$ cat config.mk
export PLATFORM = sky130hd
export DESIGN_NAME = xakf_out_queue_flat
export DESIGN_NICKNAME = d
export VERILOG_FILES = /design/src/rtl/xakf_pkg.sv /design/src/rtl/xakf_if.sv /design/src/rtl/xakf_out_queue.sv /design/src/flat_wrapper.sv
export VERILOG_INCLUDE_DIRS = /design/src /design/src/rtl
export SDC_FILE = /design/constraint.sdc
export NUM_CORES = 1
export LEC_CHECK = 0
export BUFFER_PORTS_ARGS = -buffer_cell sky130_fd_sc_hd__buf_4
export CORE_UTILIZATION = 56
export DETAILED_ROUTE_END_ITERATION = 10
export GPL_ROUTABILITY_DRIVEN = 0
export GPL_TIMING_DRIVEN = 0
export HOLD_SLACK_MARGIN = 0.12
export PLACE_DENSITY = 0.84
export SYNTH_ARGS = -nofsm -noshare
export SYNTH_HDL_FRONTEND = slang
export SYNTH_SLANG_ARGS = --single-unit
$ cat constraint.sdc
create_clock -name clk -period 3.9 [get_ports clk]
set_input_delay 0.78 -clock clk [delete_from_list [all_inputs] [get_ports clk]]
set_output_delay 0.78 -clock clk [all_outputs]
set_load 0.05 [all_outputs]
$ cat src/rtl/assert_macros.svh
// assertion helpers for the autokey cipher block
// no dependencies; taken in by the modules that check their own logic
`ifndef ASSERT_MACROS_SVH
`define ASSERT_MACROS_SVH

// condition must hold at every clock edge out of reset
`define XAKF_ASSERT(lbl, clk, rst_n, cond, msg) \
    lbl: assert property (@(posedge clk) disable iff (!rst_n) (cond)) \
        else $error(msg);

// consequent must hold in the same cycle as the antecedent
`define XAKF_ASSERT_IMPL(lbl, clk, rst_n, ante, cons, msg) \
    lbl: assert property (@(posedge clk) disable iff (!rst_n) (ante) |-> (cons)) \
        else $error(msg);

// consequent must hold in the cycle after the antecedent
`define XAKF_ASSERT_NEXT(lbl, clk, rst_n, ante, cons, msg) \
    lbl: assert property (@(posedge clk) disable iff (!rst_n) (ante) |=> (cons)) \
        else $error(msg);

`endif

$ cat src/rtl/xakf_pkg.sv
// shared types and constants of the xor autokey framed cipher
// no dependencies; used by the item and cfg interfaces and all modules
package xakf_pkg;

    localparam int LEN_WIDTH_DEFAULT = 16;
    localparam int MSG_LEN_W         = 16;
    localparam int HDR_BYTES         = 4;
    localparam int HL_W              = 8 * HDR_BYTES;
    localparam int MAX_RESULTS       = 5;
    localparam int RES_CNT_W         = $clog2(MAX_RESULTS + 1);
    localparam int QDEPTH            = 8;
    localparam int QPTR_W            = $clog2(QDEPTH);
    localparam int QCNT_W            = $clog2(QDEPTH + 1);
    localparam int CFG_INDEX_W       = 4;
    localparam int CFG_DATA_W        = 8;

    localparam logic [7:0] KEY_INIT = 8'd171;

    localparam logic [CFG_INDEX_W-1:0] REG_ENCRYPT_MODE   = CFG_INDEX_W'(0);
    localparam logic [CFG_INDEX_W-1:0] REG_HEADER_ENABLED = CFG_INDEX_W'(1);

    typedef struct packed {
        logic encrypt_mode;
        logic header_enabled;
    } cfg_t;

    typedef struct packed {
        logic [7:0] out_byte;
        logic       last;
        logic       truncated;
    } out_item_t;

    typedef struct packed {
        logic [RES_CNT_W-1:0]              count;
        out_item_t [MAX_RESULTS-1:0]       items;
    } push_t;

endpackage

$ cat src/rtl/xakf_if.sv


interface xakf_result_if;
    logic       valid;
    logic       ready;
    logic [7:0] out_byte;
    logic       last;
    logic       truncated;

    modport source (output valid, out_byte, last, truncated, input ready);
    modport sink   (input valid, out_byte, last, truncated, output ready);
endinterface


$ cat src/rtl/xakf_out_queue.sv
// result queue: takes up to five results a cycle, hands out one per transaction
// depends on xakf_pkg, xakf_result_if and assert_macros.svh
`include "assert_macros.svh"
module xakf_out_queue
    import xakf_pkg::*;
(
    input  logic              clk,
    input  logic              rst_n,
    input  push_t             push,
    output logic [QCNT_W-1:0] free,
    xakf_result_if.source     result
);

    out_item_t          q_reg [QDEPTH];
    logic [QPTR_W-1:0]  rd_ptr_reg;
    logic [QPTR_W-1:0]  wr_ptr_reg;
    logic [QCNT_W-1:0]  count_reg, count_next;
    logic               pop;

    assign pop        = result.valid && result.ready;
    assign free       = QCNT_W'(QDEPTH) - count_reg + QCNT_W'(pop);
    assign count_next = count_reg + QCNT_W'(push.count) - QCNT_W'(pop);

    assign result.valid     = (count_reg != '0);
    assign result.out_byte  = q_reg[rd_ptr_reg].out_byte;
    assign result.last      = q_reg[rd_ptr_reg].last;
    assign result.truncated = q_reg[rd_ptr_reg].truncated;

    always_ff @(posedge clk or negedge rst_n)
    begin
        if (!rst_n)
        begin
            rd_ptr_reg <= '0;
            wr_ptr_reg <= '0;
            count_reg  <= '0;
        end
        else
        begin
            if (pop)
            begin
                rd_ptr_reg <= rd_ptr_reg + QPTR_W'(1);
            end
            wr_ptr_reg <= wr_ptr_reg + QPTR_W'(push.count);
            count_reg  <= count_next;
        end
    end

    always_ff @(posedge clk)
    begin
        for (int k = 0; k < MAX_RESULTS; k++)
        begin
            if (RES_CNT_W'(k) < push.count)
            begin
                q_reg[wr_ptr_reg + QPTR_W'(k)] <= push.items[k];
            end
        end
    end

    `XAKF_ASSERT(a_count_max, clk, rst_n, count_reg <= QCNT_W'(QDEPTH), "result queue count out of range")
    `XAKF_ASSERT_IMPL(a_no_overflow, clk, rst_n, push.count != '0, QCNT_W'(push.count) <= free, "results pushed into a full queue")

endmodule

$ cat src/flat_wrapper.sv
// flat-port wrapper written by rule: the top's interface ports become plain ports
module xakf_out_queue_flat import xakf_pkg::*;
  (clk, rst_n, push, free, result_valid, result_out_byte, result_last, result_truncated, result_ready);
  xakf_result_if result_i ();
  input  logic clk;
  input  logic rst_n;
  input  push_t push;
  output logic [QCNT_W-1:0] free;
  output wire logic [$bits(result_i.valid)-1:0] result_valid;
  output wire logic [$bits(result_i.out_byte)-1:0] result_out_byte;
  output wire logic [$bits(result_i.last)-1:0] result_last;
  output wire logic [$bits(result_i.truncated)-1:0] result_truncated;
  input wire logic [$bits(result_i.ready)-1:0] result_ready;
  assign result_valid = result_i.valid;
  assign result_out_byte = result_i.out_byte;
  assign result_last = result_i.last;
  assign result_truncated = result_i.truncated;
  assign result_i.ready = result_ready;
  xakf_out_queue u_core (.clk(clk), .rst_n(rst_n), .push(push), .free(free), .result(result_i));
endmodule
==> flow_metrics.py <==
metrics = {
    "status": {
        "status": "complete, no violations",
    },
    "timing": {
        "max_freq_mhz": 273,
        "finalCriticalPeriod_ps": 3660,
        "hold_viol": 0,
        "fin_tns_setup_ps": 0,
        "tightest_slew_ps": 1250,
        "skew_ps": 4.21,
        "rsz0062_at_grt": "false",
        "slew_viol_final": 0,
        "period_share": 0.938,
        "setup_viol": 0,
        "slew_headroom": 0.165,
    },
    "clock_tree": {
        "numCtsBuffers": 9,
        "clk_latency_ps": 350,
        "cts_sinks": 90,
        "cts_tree": "yes",
        "hold_buffers": 0,
        "root_buffer": "clkbuf_16",
        "clk_pin_slew_worst_paths_ps": 60,
        "htree_num_levels": 3,
        "cts_buffer_depth": 2,
    },
    "placement": {
        "dp_hpwl_um": 18800,
        "dpl_cell_area_um2": 7800,
        "port_buffers": 40,
    },
    "synthesis": {
        "synthCells": 769,
        "syn_area_um2": 7290,
        "syn_area_per_cell_um2": 9.48,
        "ys_types": 63,
        "yosys_warnings": 0,
        "async_reset_ff_frac": 0.111,
        "yosysSeqAreaShare": 0.364,
        "ys_ff_latch": 90,
        "ys.flop_type": "edfxtp_1",
        "synth_edf_count": 80,
        "synth_fp_nets": 839,
    },
    "cells_and_area": {
        "multiInputGateArea_um2": 4170,
        "design_area_um2": 8100,
        "nets": 891,
        "drive_gt1_frac": 0.192,
        "fillers": 1065,
        "largest_register_ffs": 80,
        "regArea_um2": 2650,
        "syn_to_final_growth_pct": 11.1,
    },
    "global_routing": {
        "grt_start_max_net_pins": 15,
        "grt_pass1_wl_um": 38300,
        "track_usage": 0.393,
        "grt_overflow_total": 0,
        "antenna_found_initial": 0,
        "grt_pass1_vias": 6787,
    },
    "critical_path": {
        "cp.arrival_ps": 3580,
        "crit_path_cell_trace": "buf_2 -> clkinv_1 -> ha_1 -> buf_2 -> o211ai_1 -> nand2b_1 -> clkbuf_1 -> o211ai_1",
        "cp.buffers_inverters": 4,
        "start_kind": "register",
        "crit_path_end_kind": "register",
        "critPathRequiredTime_ps": 3820,
        "cp_top_family": "buffers and inverters",
        "crit_slowest_cell": "o211ai_1",
        "crit_type": "register to register",
        "slowest_delay_ps": 610,
        "worstPathMaxFanout": 10,
    },
    "drt": {
        "drc": 0,
        "postRouteAntennaNets": 0,
        "first_pass_iters": 7,
        "wl_per_cell_um": 25.4,
        "vias_per_cell": 7.22,
        "wirelength_um": 25400,
        "dr_total_vias": 7214,
        "first_iter_violations": 1559,
    },
    "floorplan": {
        "die_h_um": 116,
        "start_util": 0.575,
        "std_cell_rows": 41,
        "core_um2": 12700,
        "dieWidth_um": 116,
        "num_io_pins": 71,
        "dieArea_um2": 13500,
    },
    "pwr": {
        "leakage_nw": 2.91,
        "peakVddDrop_mv": 0.681,
        "power.density_nw_per_um2": 1100,
        "power_w": 0.00893,
    },
    "run": {
        "maxCapViolations": 0,
    },
    "min_path": {
        "hold_path_class": "primary input to async pin",
    },
}
-- cells in the final DEF, fill, tap and decap left out, drive strengths merged, types with 9 or more instances in the layout --
cell type  count
o221ai        69
or2           14
nand2        200
edfxtp        80
dfrtp         10
o22ai          9
a22oi         10
mux2i         17
a211oi        13
inv           17
ha            12
o211ai        10
buf           86
nor2          27
nand3         14
mux2          11
clkbuf        53
nand2b        25
mux4          20
a32oi         57
-- logic make-up (layout without fill, tap and decap cells) --
kind of cell    Yosys count  in the layout  share of synthesized area
xor+xnor                 13             13                     0.0213
compound gates          195            195                      0.229
flops                    90             90                      0.364
simple gates            305            305                      0.194
fa+ha+maj                14             14                     0.0261
buf+inv                 104            161                     0.0644
other cells               0              1                          0
mux                      48             48                      0.102
-- layout make-up --
cell class / count / area share
Timing Repair Buffer: 41 / 0.0380
Inverter: 18 / 0.00834
Multi-Input combinational cell: 575 / 0.515
Sequential cell: 90 / 0.328
Tap cell: 172 / 0.0266
Clock inverter: 4 / 0.00572
Antenna cell: 1 / 0.000309
Buffer: 86 / 0.0496
Clock buffer: 12 / 0.0292
-- per-stage QoR --
step	utilization	instances	hold slack, ps	worst slack (ps)
6_report	0.639	999	250	241
5_1_grt	0.639	998	251	42.9
4_1_cts	0.638	997	244	116
3_5_place_dp	0.616	981	622	140
3_3_place_gp	0.616	981	621	226
2_1_floorplan	-	769	484	521
-- cell usage after synthesis (all sizes together) (4+ instances only) --
cell | n | area [um2]
ha | 12 | 150
a22oi | 10 | 75.1
o22ai | 9 | 56.3
xor2 | 6 | 78.8
mux2 | 11 | 124
nor2 | 27 | 106
or2 | 14 | 92.6
o21ai | 6 | 30.0
a211oi | 13 | 143
inv | 17 | 63.8
a21oi | 4 | 20.0
o221ai | 69 | 604
nand3 | 14 | 85.1
xnor2 | 7 | 76.3
nand2b | 25 | 164
mux4 | 20 | 450
mux2i | 17 | 170
o211ai | 10 | 75.1
edfxtp | 80 | 2400
clkbuf | 41 | 156
nand2 | 200 | 766
dfrtp | 10 | 250
a32oi | 57 | 499
nor3 | 8 | 82.6
buf | 45 | 245
and3 | 4 | 25.0
-- what timing repair did --
action / 4_1_cts / 5_1_grt
gates resized for setup: 0 / 0
setup buffers: 0 / 1
endpoints found under the setup margin: 0 / 10
endpoints found under the hold margin: 0 / 0
-- path summary, 6_finish.rpt --
check	cells after the start	start	endpoint	slack, ps
max in group asynchronous	1	rst_n	u_core.count_reg[3]	3500
min reg2reg	2	u_core.count_reg[3]	u_core.count_reg[3]	650
max reg2reg	8	u_core.wr_ptr_reg[0]	u_core.q_reg[6][5]	240
min	1	rst_n	u_core.count_reg[2]	250
min in group clk	2	u_core.count_reg[3]	u_core.count_reg[3]	650
max	8	u_core.wr_ptr_reg[0]	u_core.q_reg[6][5]	240
-- report_power, final --
group | internal (W) | total, W | leakage [nW] | switching, W
sequential | 0.00202 | 0.00222 | 0.877 | 0.000201
combinational | 0.00197 | 0.00585 | 1.90 | 0.00389
clock | 0.000494 | 0.000856 | 0.134 | 0.000362
-- layer usage --
metal / global-route usage / part of all wire / vias to the layer above
met1: 0.490 / 0.36 / 3321
li1: - / - / 3060
met4: 0.299 / 0.078 / 0
met2: 0.569 / 0.43 / 671
met5: 0 / 0 / -
met3: 0.127 / 0.14 / 162
Power figures use the tool's default switching activity.
